[config.mk]
export PLATFORM = sky130hd
export DESIGN_NAME = antialiased_line_stepper_core
export DESIGN_NICKNAME = d
export VERILOG_FILES = /design/src/rtl/alstep_pkg.sv /design/src/rtl/alstep_ctrl.sv /design/src/rtl/alstep_dp.sv /design/src/rtl/antialiased_line_stepper_core.sv
export SDC_FILE = /design/constraint.sdc
export NUM_CORES = 1
export LEC_CHECK = 0
export BUFFER_PORTS_ARGS = -buffer_cell sky130_fd_sc_hd__buf_2
export CAP_MARGIN = 25
export CORE_ASPECT_RATIO = 1.2
export CORE_MARGIN = 2
export CORE_UTILIZATION = 55
export DETAILED_ROUTE_END_ITERATION = 7
export PLACE_DENSITY = 0.76
export REMOVE_ABC_BUFFERS = 1
export SYNTH_ARGS = -nofsm -noshare
export SYNTH_HDL_FRONTEND = slang
export SYNTH_SLANG_ARGS = --single-unit
[constraint.sdc]
create_clock -name clk -period 16.3 [get_ports clk]
set_input_delay 1.63 -clock clk [delete_from_list [all_inputs] [get_ports clk]]
set_output_delay 1.63 -clock clk [all_outputs]
set_load 0.05 [all_outputs]
[src/rtl/alstep_pkg.sv]
`timescale 1ns / 1ps
// ----------------------------------------------------------------------------
// alstep_pkg
// Shared types and constants of the antialiased line stepper.
// ----------------------------------------------------------------------------
package alstep_pkg;

  localparam int SUB_BITS    = 4;
  localparam int POS_W       = 14;
  localparam int COVER_W     = 8;
  localparam int S_TDATA_W   = 8;
  localparam int M_TDATA_W   = 4 * POS_W + 2 * COVER_W;
  localparam int CFG_INDEX_W = 8;

  typedef enum logic [CFG_INDEX_W-1:0] {
    REG_START_X = 8'd0,
    REG_START_Y = 8'd1,
    REG_END_X   = 8'd2,
    REG_END_Y   = 8'd3
  } cfg_reg_t;

  typedef enum logic [5:0] {
    ST_IDLE = 6'b000001,
    ST_DIV  = 6'b000010,
    ST_GRAD = 6'b000100,
    ST_SEED = 6'b001000,
    ST_EMIT = 6'b010000,
    ST_OUT  = 6'b100000
  } state_t;

  typedef struct packed {
    logic setup;
    logic div_step;
    logic grad_load;
    logic seed_load;
    logic emit;
  } cmd_t;

  typedef struct packed {
    logic active;
    logic div_last;
  } status_t;

endpackage

[src/rtl/alstep_ctrl.sv]
`timescale 1ns / 1ps
// ----------------------------------------------------------------------------
// alstep_ctrl
// Sequencer for line setup, gradient division and pixel pair emission.
// ----------------------------------------------------------------------------
module alstep_ctrl
  import alstep_pkg::*;
(
  input  logic    clk,
  input  logic    rst,
  input  logic    in_valid,
  input  logic    in_restart,
  output logic    in_ready,
  output logic    out_valid,
  input  logic    out_ready,
  input  status_t status,
  output cmd_t    cmd
);

  state_t state;
  state_t state_next;

  always_ff @(posedge clk) begin
    if (rst) begin
      state <= ST_IDLE;
    end else begin
      state <= state_next;
    end
  end

  always_comb begin
    state_next = state;
    cmd        = '0;
    in_ready   = 1'b0;
    out_valid  = 1'b0;
    unique case (state)
      ST_IDLE: begin
        in_ready = 1'b1;
        if (in_valid) begin
          if (in_restart) begin
            cmd.setup  = 1'b1;
            state_next = ST_DIV;
          end else if (status.active) begin
            cmd.emit   = 1'b1;
            state_next = ST_OUT;
          end
        end
      end
      ST_DIV: begin
        cmd.div_step = 1'b1;
        if (status.div_last) begin
          state_next = ST_GRAD;
        end
      end
      ST_GRAD: begin
        cmd.grad_load = 1'b1;
        state_next    = ST_SEED;
      end
      ST_SEED: begin
        cmd.seed_load = 1'b1;
        state_next    = ST_EMIT;
      end
      ST_EMIT: begin
        cmd.emit   = 1'b1;
        state_next = ST_OUT;
      end
      ST_OUT: begin
        out_valid = 1'b1;
        if (out_ready) begin
          state_next = ST_IDLE;
        end
      end
      default: begin
        state_next = ST_IDLE;
      end
    endcase
  end

endmodule

[src/rtl/alstep_dp.sv]
`timescale 1ns / 1ps
// ----------------------------------------------------------------------------
// alstep_dp
// Endpoint registers, setup, restoring divider, minor accumulator and the
// registered pixel pair.
// ----------------------------------------------------------------------------
module alstep_dp
  import alstep_pkg::*;
#(
  parameter int COORD_BITS     = 12,
  parameter int GRAD_FRAC_BITS = 16
) (
  input  logic                          clk,
  input  logic                          rst,
  input  logic                          cfg_we,
  input  logic [CFG_INDEX_W-1:0]        cfg_index,
  input  logic [COORD_BITS+SUB_BITS-1:0] cfg_data,
  input  cmd_t                          cmd,
  output status_t                       status,
  output logic [POS_W-1:0]              lo_x,
  output logic [POS_W-1:0]              lo_y,
  output logic [POS_W-1:0]              hi_x,
  output logic [POS_W-1:0]              hi_y,
  output logic [COVER_W-1:0]            cover_lo,
  output logic [COVER_W-1:0]            cover_hi,
  output logic                          last
);

  localparam int R     = COORD_BITS + SUB_BITS;
  localparam int G     = GRAD_FRAC_BITS;
  localparam int A     = COORD_BITS + G + 2;
  localparam int CNT_W = $clog2(G + 1);

  logic [R-1:0] start_x;
  logic [R-1:0] start_y;
  logic [R-1:0] end_x;
  logic [R-1:0] end_y;

  logic                steep;
  logic [R-1:0]        y0_r;
  logic [R-1:0]        dx_r;
  logic                dy_neg;
  logic                dx_zero;
  logic                ady_lsb;
  logic [COORD_BITS-1:0] x0_major;
  logic [COORD_BITS-1:0] x1_major;

  logic [R-1:0]     rem;
  logic [G:0]       quo;
  logic [CNT_W-1:0] cnt;

  logic signed [G+1:0] gradient;
  logic signed [A-1:0] minor_acc;
  logic [COORD_BITS:0] major_pos;
  logic [COORD_BITS-1:0] major_end;
  logic                active;
  logic                steep_mode;

  always_ff @(posedge clk) begin
    if (rst) begin
      start_x <= '0;
      start_y <= '0;
      end_x   <= '0;
      end_y   <= '0;
    end else if (cfg_we) begin
      case (cfg_index)
        REG_START_X: start_x <= cfg_data;
        REG_START_Y: start_y <= cfg_data;
        REG_END_X:   end_x   <= cfg_data;
        REG_END_Y:   end_y   <= cfg_data;
        default: ;
      endcase
    end
  end

  // Line setup: pick the major axis and order the ends along it.
  logic signed [R:0] dxs;
  logic signed [R:0] dys;
  logic signed [R:0] major_d;
  logic signed [R:0] minor_d;
  logic [R-1:0]      adx;
  logic [R-1:0]      ady;
  logic              steep_c;
  logic              swap_c;
  logic [R-1:0]      a0;
  logic [R-1:0]      a1;
  logic [R-1:0]      b0;
  logic [R-1:0]      b1;
  logic [R-1:0]      dx_c;
  logic [R-1:0]      ady_c;

  always_comb begin
    dxs     = $signed({1'b0, end_x}) - $signed({1'b0, start_x});
    dys     = $signed({1'b0, end_y}) - $signed({1'b0, start_y});
    adx     = dxs[R] ? R'(-dxs) : dxs[R-1:0];
    ady     = dys[R] ? R'(-dys) : dys[R-1:0];
    steep_c = ady > adx;
    major_d = steep_c ? dys : dxs;
    minor_d = steep_c ? dxs : dys;
    swap_c  = major_d[R];
    a0      = steep_c ? start_y : start_x;
    a1      = steep_c ? end_y   : end_x;
    b0      = steep_c ? start_x : start_y;
    b1      = steep_c ? end_x   : end_y;
    dx_c    = steep_c ? ady : adx;
    ady_c   = steep_c ? adx : ady;
  end

  // Restoring divider, one quotient bit per step.
  logic [R:0] trial;
  logic [R:0] diff;
  logic       ge;

  always_comb begin
    trial = {rem, (cnt == '0) ? ady_lsb : 1'b0};
    diff  = trial - {1'b0, dx_r};
    ge    = trial >= {1'b0, dx_r};
  end

  assign status.div_last = cnt == CNT_W'(G);
  assign status.active   = active;

  // Pixel pair from the current minor coordinate.
  logic signed [COORD_BITS+1:0] iy;
  logic signed [COORD_BITS+2:0] iy_p1;
  logic [G-1:0]                 frac;
  logic [G:0]                   inv;
  logic [G+7:0]                 prod_hi;
  logic [G+8:0]                 prod_lo;
  logic [POS_W-1:0]             iy_pos;
  logic [POS_W-1:0]             iy1_pos;
  logic [POS_W-1:0]             mj_pos;
  logic                         is_last;

  always_comb begin
    iy      = $signed(minor_acc[A-1:G]);
    iy_p1   = {iy[COORD_BITS+1], iy} + 1'sb1;
    frac    = minor_acc[G-1:0];
    inv     = {1'b1, {G{1'b0}}} - {1'b0, frac};
    prod_hi = {frac, 8'd0} - {8'd0, frac};
    prod_lo = {inv, 8'd0} - {8'd0, inv};
    iy_pos  = POS_W'(iy);
    iy1_pos = POS_W'(iy_p1);
    mj_pos  = POS_W'(major_pos);
    is_last = major_pos >= {1'b0, major_end};
  end

  always_ff @(posedge clk) begin
    if (rst) begin
      active     <= 1'b0;
      steep_mode <= 1'b0;
      major_pos  <= '0;
      major_end  <= '0;
      minor_acc  <= '0;
      gradient   <= '0;
      cnt        <= '0;
    end else begin
      if (cmd.setup) begin
        steep    <= steep_c;
        y0_r     <= swap_c ? b1 : b0;
        x0_major <= swap_c ? a1[R-1:SUB_BITS] : a0[R-1:SUB_BITS];
        x1_major <= swap_c ? a0[R-1:SUB_BITS] : a1[R-1:SUB_BITS];
        dx_r     <= dx_c;
        dx_zero  <= dx_c == '0;
        dy_neg   <= (minor_d != '0) && (minor_d[R] != swap_c);
        ady_lsb  <= ady_c[0];
        rem      <= {1'b0, ady_c[R-1:1]};
        quo      <= '0;
        cnt      <= '0;
      end
      if (cmd.div_step) begin
        rem <= ge ? diff[R-1:0] : trial[R-1:0];
        quo <= {quo[G-1:0], ge};
        cnt <= cnt + 1'b1;
      end
      if (cmd.grad_load) begin
        if (dx_zero) begin
          gradient <= {2'b01, {G{1'b0}}};
        end else if (dy_neg) begin
          gradient <= -$signed({1'b0, quo});
        end else begin
          gradient <= $signed({1'b0, quo});
        end
      end
      if (cmd.seed_load) begin
        minor_acc  <= $signed({2'b00, y0_r, {(G - SUB_BITS){1'b0}}})
                    + $signed({{(A - G - 1){gradient[G+1]}}, gradient[G+1:1]});
        major_pos  <= {1'b0, x0_major};
        major_end  <= x1_major;
        steep_mode <= steep;
        active     <= 1'b1;
      end
      if (cmd.emit) begin
        if (is_last) begin
          active <= 1'b0;
        end else begin
          major_pos <= major_pos + 1'b1;
          minor_acc <= minor_acc + $signed({{(A - G - 2){gradient[G+1]}}, gradient});
        end
      end
    end
  end

  always_ff @(posedge clk) begin
    if (cmd.emit) begin
      if (steep_mode) begin
        lo_x <= iy_pos;
        lo_y <= mj_pos;
        hi_x <= iy1_pos;
        hi_y <= mj_pos;
      end else begin
        lo_x <= mj_pos;
        lo_y <= iy_pos;
        hi_x <= mj_pos;
        hi_y <= iy1_pos;
      end
      cover_lo <= prod_lo[G+7:G];
      cover_hi <= prod_hi[G+7:G];
      last     <= is_last;
    end
  end

endmodule

[src/rtl/antialiased_line_stepper_core.sv]
`timescale 1ns / 1ps
// ----------------------------------------------------------------------------
// antialiased_line_stepper_core
// Wu-style antialiased line stepper: one pixel pair per restart, or per advance while a line is active.
// ----------------------------------------------------------------------------
// A restart shows its pair after the setup step, the restoring gradient
// divider (one quotient bit per cycle), the gradient load, the seed load and
// the emit step. An advance shows its pair in the cycle after it is accepted,
// and new input can follow in the cycle after the result is taken.
// Reset clears the endpoint registers and ends any line in progress.
module antialiased_line_stepper_core
  import alstep_pkg::*;
#(
  parameter int COORD_BITS     = 12,
  parameter int GRAD_FRAC_BITS = 16
) (
  input  logic                            clk,
  input  logic                            rst,
  input  logic                            s_tvalid,
  output logic                            s_tready,
  input  logic [S_TDATA_W-1:0]            s_tdata,   // restart
  output logic                            m_tvalid,
  input  logic                            m_tready,
  output logic [M_TDATA_W-1:0]            m_tdata,   // lo_x, lo_y, hi_x, hi_y, cover_lo, cover_hi
  output logic                            m_tlast,
  input  logic                            cfg_valid,
  output logic                            cfg_ready,
  input  logic [CFG_INDEX_W-1:0]          cfg_index,
  input  logic [COORD_BITS+SUB_BITS-1:0]  cfg_data
);

  cmd_t              cmd;
  status_t           status;
  logic [POS_W-1:0]  lo_x;
  logic [POS_W-1:0]  lo_y;
  logic [POS_W-1:0]  hi_x;
  logic [POS_W-1:0]  hi_y;
  logic [COVER_W-1:0] cover_lo;
  logic [COVER_W-1:0] cover_hi;

  assign cfg_ready = 1'b1;
  assign m_tdata   = {cover_hi, cover_lo, hi_y, hi_x, lo_y, lo_x};

  alstep_ctrl u_ctrl (
    .clk        (clk),
    .rst        (rst),
    .in_valid   (s_tvalid),
    .in_restart (s_tdata[0]),
    .in_ready   (s_tready),
    .out_valid  (m_tvalid),
    .out_ready  (m_tready),
    .status     (status),
    .cmd        (cmd)
  );

  alstep_dp #(
    .COORD_BITS     (COORD_BITS),
    .GRAD_FRAC_BITS (GRAD_FRAC_BITS)
  ) u_dp (
    .clk       (clk),
    .rst       (rst),
    .cfg_we    (cfg_valid & cfg_ready),
    .cfg_index (cfg_index),
    .cfg_data  (cfg_data),
    .cmd       (cmd),
    .status    (status),
    .lo_x      (lo_x),
    .lo_y      (lo_y),
    .hi_x      (hi_x),
    .hi_y      (hi_y),
    .cover_lo  (cover_lo),
    .cover_hi  (cover_hi),
    .last      (m_tlast)
  );

endmodule

* Yosys cells after proc, flatten, opt, wreduce, memory -nomap -nowiden
Cells that the tools add are included.
** Operators by class
- Div/mod/pow operators :: 0
- Multiply operators :: 0
- Bitwise operators :: 1
- Equality and inequality tests :: 15
- Shift-type cells :: 0
- Order comparisons :: 3
- Reductions and logical operators :: 13
- Mux-type cells :: 54
- Add/sub/neg operators :: 14
** Operators with widths (count)
- $mux W16 :: 12
- $mux W13 :: 7
- $mux W30 :: 3
- $mux W17 :: 4
- $mux W18 :: 2
- $pmux W6 S6 :: 1
- $sub A16 B16 Y17 :: 2
- $neg A16 Y16 :: 2
- $add A29 B17 Y30 :: 1
- $add A30 B18 Y30 :: 1
- $mux W6 :: 5
- $mux W12 :: 2
- $sub A24 B16 Y24 :: 1
- $sub A24 B17 Y24 :: 1
- $neg A17 Y18 :: 1
- $ge A17 B16 Y1 :: 1
- $reduce_bool A17 Y1 :: 1
- $sub A17 B16 Y17 const A :: 1
- $eq A8 B2 Y1 const B :: 2
- $gt A16 B16 Y1 :: 1
- $logic_not A16 Y1 :: 1
- $sub A16 B16 Y16 :: 1
- $mux W1 :: 15
- $add A14 B2 Y14 const B :: 1
- 23 further kinds :: 31
** Word-level totals
- Output and inout bits :: 76
- ROM bits :: 0
- Logic and storage cells :: 133
- Input bits :: 37
- Register bits :: 316
- Bits in latches :: 0
- Memories :: 0
- RAM bits :: 0

* Depth between registers and ports, before layout
Gate-level depths: netlist (run 1).
- Depth in word-level cells :: 7
- Gate-level depth with buffers :: 26
- Depth with buffers taken out :: 23

* Hierarchy
A second synthesis (run 1) with hierarchy kept.
** Unflattened totals
- Cell total of the unflattened synthesis :: 2328
- Area, all modules :: 21354.2 µm²
** By module, submodules not included
- alstep_dp :: area an instance 20975.1 µm², seq. area each 7867.5 µm², times used 1, cells an instance 2280
- alstep_ctrl :: area an instance 367.9 µm², seq. area each 120.1 µm², times used 1, cells an instance 46
- antialiased_line_stepper_core :: area an instance 11.3 µm², seq. area each 0.0 µm², times used 1, cells an instance 2

* Worst setup path before layout (run 1)
No wires, ideal clock.
- Path type :: flip-flop to flip-flop
- From :: register u_dp.end_y[0]
- To :: register u_dp.dx_zero, data pin
- Clock period less this slack :: 5607 ps
- Library setup time :: 190 ps
- Buffers on the path :: 1
- Data arrival time :: 5417 ps
- Cell stages (with the launch flop) :: 24
- Slack :: 10693 ps
- Data required time :: 16110 ps
- Path through :: dfxtp_1 inv_1 ha_1 inv_1 fa_1 a211oi_1 o211ai_1 and2_1 nor4_1 mux2i_1 o221ai_1 nand4_1 o31ai_1 xnor2_1 inv_1 ha_1 nand4_1 or4_1 o41ai_4 buf_2 a21oi_1 or4_1 or4_1 a2111oi_2
** On the way
- Longest elaborated chain between the ends :: 6
** Ends and longest elaborated chain
- start, declared :: RTL line alstep_dp.sv:37 : logic [R-1:0] end_y;
- start signal, assigned :: RTL line alstep_dp.sv:70 : REG_END_Y: end_y <= cfg_data;
- $sub A16 B16 Y17 (*) :: RTL line alstep_dp.sv:94 : dys = $signed({1'b0, end_y}) - $signed({1'b0, start_y});
- $neg A16 Y16 :: RTL line alstep_dp.sv:96 : ady = dys[R] ? R'(-dys) : dys[R-1:0];
- $mux W16 (*) :: RTL line alstep_dp.sv:96
- $gt A16 B16 Y1 :: RTL line alstep_dp.sv:97 : steep_c = ady > adx;
- $mux W16 (*) :: RTL line alstep_dp.sv:105 : dx_c = steep_c ? ady : adx;
- via u_dp.dx_c[4] :: RTL line alstep_dp.sv:89 : logic [R-1:0] dx_c;
- $logic_not A16 Y1 (*) :: RTL line alstep_dp.sv:164 : dx_zero <= dx_c == '0;
- end signal, assigned :: RTL line alstep_dp.sv:164
- end, declared :: RTL line alstep_dp.sv:43 : logic dx_zero;
Mark *: on every way through the listed nets, which the timed path passes. The rest lies on a longest branch.
A chain may end at the register's enable or synchronous reset.

* Worst setup path after layout (run 1)
- From :: register u_dp.start_x[2]
- To :: register u_dp.x1_major[10], data pin
** On the way
- Longest elaborated chain between the ends :: 6
- Elaborated cells between the ends (all ways) :: 8
- Classes of those cells :: add/sub: 2; order compare: 1; mux: 5
** Ends and longest elaborated chain
- start, declared :: RTL line alstep_dp.sv:34 : logic [R-1:0] start_x;
- start signal, assigned :: RTL line alstep_dp.sv:67 : REG_START_X: start_x <= cfg_data;
- $sub A16 B16 Y17 (*) :: RTL line alstep_dp.sv:93 : dxs = $signed({1'b0, end_x}) - $signed({1'b0, start_x});
- $neg A16 Y16 :: RTL line alstep_dp.sv:95 : adx = dxs[R] ? R'(-dxs) : dxs[R-1:0];
- $mux W16 :: RTL line alstep_dp.sv:95
- $gt A16 B16 Y1 :: RTL line alstep_dp.sv:97
- $mux W16 (tied with other cells) :: RTL line alstep_dp.sv:102 : a1 = steep_c ? end_y : end_x;
- $mux W12 (*) :: RTL line alstep_dp.sv:162 : x1_major <= swap_c ? a0[R-1:SUB_BITS] : a1[R-1:SUB_BITS];
- end signal, assigned :: RTL line alstep_dp.sv:162
- end, declared :: RTL line alstep_dp.sv:46 : logic [COORD_BITS-1:0] x1_major;
Every way passes the cells marked *; elsewhere a longest branch is shown, timed or not.

==> results of run 1 <==
flip-flops by register name, indices dropped and copies added (netlist names), 5 cells and up:
signal          flops
u_dp.minor_acc     30
u_dp.gradient      18
u_dp.quo           17
u_dp.dx_r          16
u_dp.end_x         16
u_dp.end_y         16
u_dp.rem           16
u_dp.start_x       16
u_dp.start_y       16
u_dp.y0_r          16
u_dp.hi_x          14
u_dp.hi_y          14
u_dp.lo_x          14
u_dp.lo_y          14
u_dp.major_pos     13
u_dp.major_end     12
u_dp.x0_major      12
u_dp.x1_major      12
u_dp.cover_hi       8
u_dp.cover_lo       8
u_ctrl.state        6
u_dp.cnt            5
per-layer routing:
metal,share of wire (%),wire (um)
met3,5.0,2502
met2,49,24320
met4,4.5,2257
met1,42,20870
met5,0.090,45
cell usage after synthesis, types with 17 or more instances:
cell type / n / area (um2)
nor2_1: 283 / 1062
nand2_1: 213 / 799.5
a21oi_1: 187 / 935.9
edfxtp_1: 166 / 4985
dfxtp_1: 150 / 3003
ha_1: 148 / 1852
inv_1: 139 / 521.8
mux2i_1: 105 / 1051
clkbuf_1: 97 / 364.1
xnor2_1: 96 / 840.8
o21ai_0: 94 / 470.5
xor2_1: 49 / 429.2
nand3_1: 48 / 240.2
nor3_1: 43 / 215.2
a211oi_1: 42 / 315.3
a21o_1: 34 / 255.2
a31oi_1: 33 / 206.5
mux2_2: 27 / 304.0
nor2b_1: 24 / 150.1
and2_1: 23 / 143.9
nand2b_1: 21 / 131.4
o21a_1: 21 / 157.7
and3_1: 17 / 106.4
nand4_1: 17 / 106.4
nor4_1: 17 / 106.4
cells in the final DEF, fill, tap and decap left out, drive strengths merged, types with 48 or more instances in the layout:
cell and count:
xor2 51, ha 148, nor2 284, a21oi 190
inv 144, xnor2 99, dfxtp 150, buf 127
nand3 48, mux2i 106, edfxtp 166, nand2 213
o21ai 100
power by group:
part	internal, mW	switching [mW]
combinational	0.132	0.261
clock	0.455	0.325
sequential	0.879	0.0167
total	1.47	0.602
layout make-up:
class / instances / area share, %
multi-input cells: 1770 / 52.22
flip-flops and latches: 316 / 34.92
clock buffers: 47 / 4.069
clock inverters: 17 / 0.8312
inverters: 140 / 2.297
repair buffers: 127 / 3.041
well taps: 480 / 2.625
metrics by stage:
| step | hold WS, ns | utilization (%) |
|---|---|---|
| floorplan | 0.4303 | - |
| CTS | 0.4560 | 60.89 |
| global route | 0.4836 | 60.89 |
| finish | 0.4566 | 60.89 |
| global placement | 0.4441 | 57.91 |
| detailed placement | 0.4482 | 57.91 |
path summary, 6_finish.rpt:
kind	to	slack, ns	depth (start not counted)
setup reg to reg	u_dp.x1_major[10]	9.33	23
hold / removal	u_dp.major_end[10]	0.46	2
hold reg to reg	u_dp.major_end[10]	0.46	2
setup / recovery	u_dp.x1_major[10]	9.33	23
worst reg2reg max path: stages (launching register included):
cell	delay, ns
dfxtp_1	0.33
inv_1	0.06
ha_1	0.33
o21ai_1	0.16
a21oi_1	0.12
or3_1	0.42
a2111oi_0	0.51
nor3_1	0.14
xnor2_1	0.46
nand3b_2	0.22
o21ai_0	0.26
xnor2_1	0.25
inv_1	0.14
ha_1	0.32
nand4_1	0.15
or4_1	0.60
o41ai_4	0.08
buf_4	0.68
nand2_1	0.22
o21ai_2	0.33
buf_4	0.43
nor2_1	0.09
a211oi_1	0.23
a31oi_1	0.12
cell families (layout without fill, tap and decap cells):
kind of cell | Yosys count | in the layout | share of synthesized area [%]
buf+inv | 248 | 331 | 4.528
other cells | 1 | 1 | 0.01800
xor+xnor | 150 | 150 | 6.486
flops | 316 | 316 | 38.34
fa+ha+maj | 153 | 153 | 9.369
mux | 133 | 133 | 6.570
compound gates | 554 | 554 | 17.30
simple gates | 779 | 779 | 17.39
==> results.yml, run 1 <==
status:
  status: "finished clean"
clock_tree:
  cts_hold_buf: 0
  post_cts_buffers: 0
  clk_pin_slew_ns: 0.06
  cts_resized: 0
  tritoncts: "yes"
  ctsLongestPathBuffers: 3
  cts-buffers-inserted: 35
  htree_levels: 2
  cts.sink_count: 316
  insertion_delay_ns: 0.53
  cts_root_buf: "clkbuf_16"
drt:
  antenna_left: 0
  vias: 17170
  finalWirelength_mm: 50.00
  wl_per_cell_um: 17.26
  drt_iter0_drc: 1058
  drcViolationCount: 0
  first_pass_iters: 5
  vias_per_cell: 5.927
sta:
  setup_violations: 0
  fmax_mhz: 143.5
  skew_ns: 0.01019
  rsz0062_at_grt: "no"
  maxSlewHeadroom_pct: 29.63
  fin_ws_ns: 9.331
  fin_tns_setup_ns: 0
  fin_crit_sh_pct: 42.76
  tightest_slew_ns: 1.052
  period_minus_slack_ns: 6.969
  hold_viol: 0
  slew_viol_final: 0
power:
  totalPowerFinal_mw: 2.068
  power.density_nw_per_um2: 90.41
  p_leak_nw: 9.498
  ir_worst_vdd_mv: 0.09869
floorplanning:
  die_y_um: 217.2
  fp-row-count: 78
  io_pins: 113
  die_x_um: 181.7
  core-area_um2: 37570
  start_util_pct: 55.45
  fp.dieArea_um2: 39460
logic_synthesis:
  ys_types: 92
  yosysWarnings: 0
  syn-mean-instance-area_um2: 8.926
  synth-edff-count: 166
  yosysSeqAreaShare_pct: 38.34
  synthArstFlopShare_pct: 0
  syn_area_um2: 20830
  synth_seq_cells: 316
  ys.flop_type: "edfxtp_1"
  syn_inst: 2334
critical_path:
  worstPathRequired_ns: 16.50
  rr_startpoint: "u_dp.start_x[2]"
  crit_buf_inv: 4
  cp-end-kind: "register"
  cp.arrival_ns: 7.17
  cp_cell_sequence: "inv_1 -> ha_1 -> o21ai_1 -> a21oi_1 -> or3_1 -> a2111oi_0 -> nor3_1 -> xnor2_1 -> nand3b_2 -> o21ai_0 -> xnor2_1 -> inv_1 -> ha_1 -> nand4_1 -> or4_1 -> o41ai_4 -> buf_4 -> nand2_1 -> o21ai_2 -> buf_4 -> nor2_1 -> a211oi_1 -> a31oi_1"
  path_max_fanout: 66
  cpPeakStageDelay_ns: 0.68
  worstSetupPathType: "reg2reg"
  worst_path_max_delay_cell: "buf_4"
  path_delay_family: "compound AO/OA/AOI/OAI gates"
  critPathLaunch: "u_dp.start_x[2]"
  worstSetupStartpointType: "register"
global_route:
  grt_pass1_vias: 16370
  gr-max-usage-layer: "met2"
  use_met2_pct: 43.69
  met3_usage_pct: 3.732
  gr-total-overflow: 0
  grt_use_total_pct: 24.97
  antenna_found_initial: 3
  grt_max_degree: 79
  met1_usage_pct: 30.15
  grt_pass1_wl_mm: 80.58
worst_hold_path:
  hold_path_class: "reg2reg"
  hold_start: "u_dp.major_end[10]"
placement:
  post-dp-hpwl_mm: 36.48
  place.gp.congestion: 0.9449
  numPortBuffers: 104
  dp.cells: 2833
  place_ws_ns: 9.534
  post_dp_cell_area_um2: 21760
final_layout:
  final-seq-area_um2: 7989
  final_layout_size_suffix_gt1_share_pct: 10.43
  diodes: 0
  design_area_um2: 22880
  area_growth_syn_to_layout_pct: 9.819
  final_cells: 2897
  nFillCells: 3116
  multiInputGateArea_um2: 11950
  fin_nets: 2580
run:
  max_cap_violations: 0
Power figures use the tool's default switching activity.
==> inputs of run 2 (changes only) <==
--- a/config.mk
+++ b/config.mk
@@ -5,13 +5,14 @@
 export SDC_FILE = /design/constraint.sdc
 export NUM_CORES = 1
 export LEC_CHECK = 0
+export ABC_AREA = 1
 export BUFFER_PORTS_ARGS = -buffer_cell sky130_fd_sc_hd__buf_2
 export CAP_MARGIN = 25
 export CORE_ASPECT_RATIO = 1.2
 export CORE_MARGIN = 2
 export CORE_UTILIZATION = 55
 export DETAILED_ROUTE_END_ITERATION = 7
-export PLACE_DENSITY = 0.76
+export PLACE_DENSITY = 0.79
 export REMOVE_ABC_BUFFERS = 1
 export SYNTH_ARGS = -nofsm -noshare
 export SYNTH_HDL_FRONTEND = slang
==> constraint.sdc (replaced) <==
create_clock -name clk -period 6.2 [get_ports clk]
set_input_delay 0.62 -clock clk [delete_from_list [all_inputs] [get_ports clk]]
set_output_delay 0.62 -clock clk [all_outputs]
set_load 0.05 [all_outputs]
==> results.yml, run 2 <==
status:
  status: "finished clean"
clock_tree:
  htree_levels: 2
  cts_resized: 0
  post_cts_buffers: 0
  cts_root_buf: "clkbuf_16"
  insertion_delay_ns: 0.56
  clk_pin_slew_ns: 0.06
  cts.sink_count: 316
  cts-buffers-inserted: 35
  cts_hold_buf: 0
  ctsLongestPathBuffers: 3
  tritoncts: "yes"
critical_path:
  cp.arrival_ns: 5.81
  crit_buf_inv: 5
  path_delay_family: "simple AND/OR/NAND/NOR gates"
  crit_top_cell: "nand2_1"
  worst_path_max_delay_cell: "fa_1"
  worstSetupPathType: "reg2reg"
  cpPeakStageDelay_ns: 0.42
  cp-end-kind: "register"
  path_max_fanout: 21
  worstSetupStartpointType: "register"
  worstPathRequired_ns: 6.58
global_route:
  grt_pass1_wl_mm: 92.48
  grt_pass1_vias: 19540
  antenna_found_initial: 1
  grt_max_degree: 93
  grt_use_total_pct: 27.53
  gr-total-overflow: 0
power:
  seqPwrFrac_pct: 39.7
  p_leak_nw: 11.25
  power_frac_comb_pct: 26.6
  p_sw_share_pct: 34.02
  ir_worst_vdd_mv: 0.1836
  internal-power_mw: 4.069
  power.density_nw_per_um2: 258.8
  clkPwrFrac_pct: 33.6
  switchingPower_mw: 2.098
floorplanning:
  fp-row-count: 79
  start_util_pct: 55.93
  die_y_um: 221.7
  io_pins: 113
  core-area_um2: 38850
  die_x_um: 185.4
  fp.dieArea_um2: 41120
final_layout:
  nFillCells: 3513
  layout_commonest_cell: "nand2_1"
  diodes: 0
  fin_nets: 3254
  top_regs: "u_dp.minor_acc: 30 flops, u_dp.gradient: 18 flops, u_dp.quo: 17 flops"
  final-seq-area_um2: 7988
  area_growth_syn_to_layout_pct: 9.675
  layout_common_cells: "nand2_1 (670), inv_1 (373), o21ai_0 (342), a21oi_1 (288), nor2_1 (222)"
  final_layout_size_suffix_gt1_share_pct: 8.123
  largest_register: "u_dp.minor_acc"
  design_area_um2: 23830
  multiInputGateArea_um2: 11880
  largest_reg_flops: 30
sta:
  maxSlewHeadroom_pct: 31.38
  skew_ns: 0.02583
  fin_tns_setup_ns: 0
  whs_ns: 0.3630
  fin_crit_sh_pct: 87.47
  rsz0062_at_grt: "no"
  fin_ws_ns: 0.7772
  setup_violations: 0
  slew_viol_final: 0
  period_minus_slack_ns: 5.423
  tightest_slew_ns: 1.028
  fmax_mhz: 184.4
  hold_viol: 0
placement:
  place_ws_ns: 0.8672
  post-dp-hpwl_mm: 42.21
  place.gp.congestion: 0.9636
  numPortBuffers: 104
  post_dp_cell_area_um2: 22690
logic_synthesis:
  syn_inst: 3004
  ys_types: 59
  muxShareOfSynthArea_pct: 0
  synthSimpleGateAreaFrac_pct: 23.66
  yosysWarnings: 0
  synth_top_family_by_area: "simple AND/OR/NAND/NOR gates"
  synthAdderAreaFrac_pct: 8.984
  synth-edff-count: 166
  synthTopCellsByCount: "nand2_1 (671), inv_1 (375), o21ai_0 (342)"
  synthDominantCellAreaShare_pct: 22.94
  yosysTopAreaCell: "edfxtp_1"
  synth_xor_area_share_pct: 3.305
  ys.flop_type: "edfxtp_1"
  synth-compound-area-share_pct: 18.42
  syn-mean-instance-area_um2: 7.233
  synth.most_common_cell: "nand2_1"
  synthArstFlopShare_pct: 0
  yosysSeqAreaShare_pct: 36.76
  syn_area_um2: 21730
  synthTopCellsByArea: "edfxtp_1 (23%), dfxtp_1 (14%), nand2_1 (12%)"
  synth_seq_cells: 316
run:
  max_cap_violations: 0
drt:
  drcViolationCount: 0
  vias: 20320
  finalWirelength_mm: 56.08
  vias_per_cell: 5.618
  wl_per_cell_um: 15.51
  first_pass_iters: 6
  antenna_left: 0
  drt_iter0_drc: 1431
worst_hold_path:
  hold_path_class: "in2reg"
==> run 2: cell types whose count changed in the layout (fill, tap and decap cells not counted), moves of 33 or more <==
| cell | delta |
|---|---|
| nand2_1 | +458 |
| o21ai_0 | +248 |
| inv_1 | +234 |
| nand3_1 | +138 |
| mux2i_1 | -105 |
| a21oi_1 | +101 |
| xnor2_1 | -79 |
| nor2_1 | -59 |
| a211oi_1 | -33 |
==> run 2: cell type report <==
class	instances	area share (%)
Tap cell	526	2.762
Clock inverter	18	0.7036
Sequential cell	316	33.52
Inverter	393	6.191
Multi-Input combinational cell	2190	49.83
Clock buffer	45	4.048
Timing Repair Buffer	128	2.940
==> run 2: per-stage QoR <==
| step | util [%] | instances | power [mW] |
|---|---|---|---|
| 5_1_grt | 61.34 | 3616 | 6.490 |
| 3_3_place_gp | 58.41 | 3552 | 4.054 |
| 4_1_cts | 61.32 | 3615 | 6.182 |
| 3_5_place_dp | 58.41 | 3552 | 4.107 |
| 2_1_floorplan | - | 2899 | 3.689 |
| 6_report | 61.34 | 3616 | 6.167 |
==> run 2: final timing paths <==
check	start	slack [ns]	depth (start not counted)	to
min	cfg_data[0]	0.36	3	u_dp.start_y[0]
max	u_dp.end_y[0]	0.78	28	u_dp.dx_zero
max reg2reg	u_dp.end_y[0]	0.78	28	u_dp.dx_zero
min reg2reg	u_dp.major_end[7]	0.47	2	u_dp.major_end[7]
==> run 2: cell families after synthesis <==
group,Yosys count
adders and majority gates,153
buffers and inverters,498
AOI/OAI and AO/OA,749
and+or+nand+nor,1208
DFF,316
xor gates and xnor gates,79
other,1
==> run 2: tightest hold or removal path, cell delays in order <==
cell     delay [ns]
buf_2          0.07
inv_1          0.06
a21oi_1        0.11
==> run 2: power by group through the flow <==
stage / Combinational, mW / Sequential, mW / Clock, mW
finish: 1.64 / 2.45 / 2.07
global route: 1.85 / 2.46 / 2.18
CTS: 1.62 / 2.45 / 2.11
detailed placement: 1.61 / 2.50 / 0
global placement: 1.56 / 2.49 / 0
floorplan: 1.06 / 2.63 / 0
==> run 2: layer usage <==
metal | routed length (um) | up-vias | part of all wire (%) | global-route usage [%]
met5 | 14 | - | 0.025 | 0
met4 | 2589 | 2 | 4.6 | 13.34
met3 | 2931 | 162 | 5.2 | 4.205
met2 | 28080 | 621 | 50 | 49.24
met1 | 22470 | 9305 | 40 | 31.70
li1 | - | 10230 | - | -
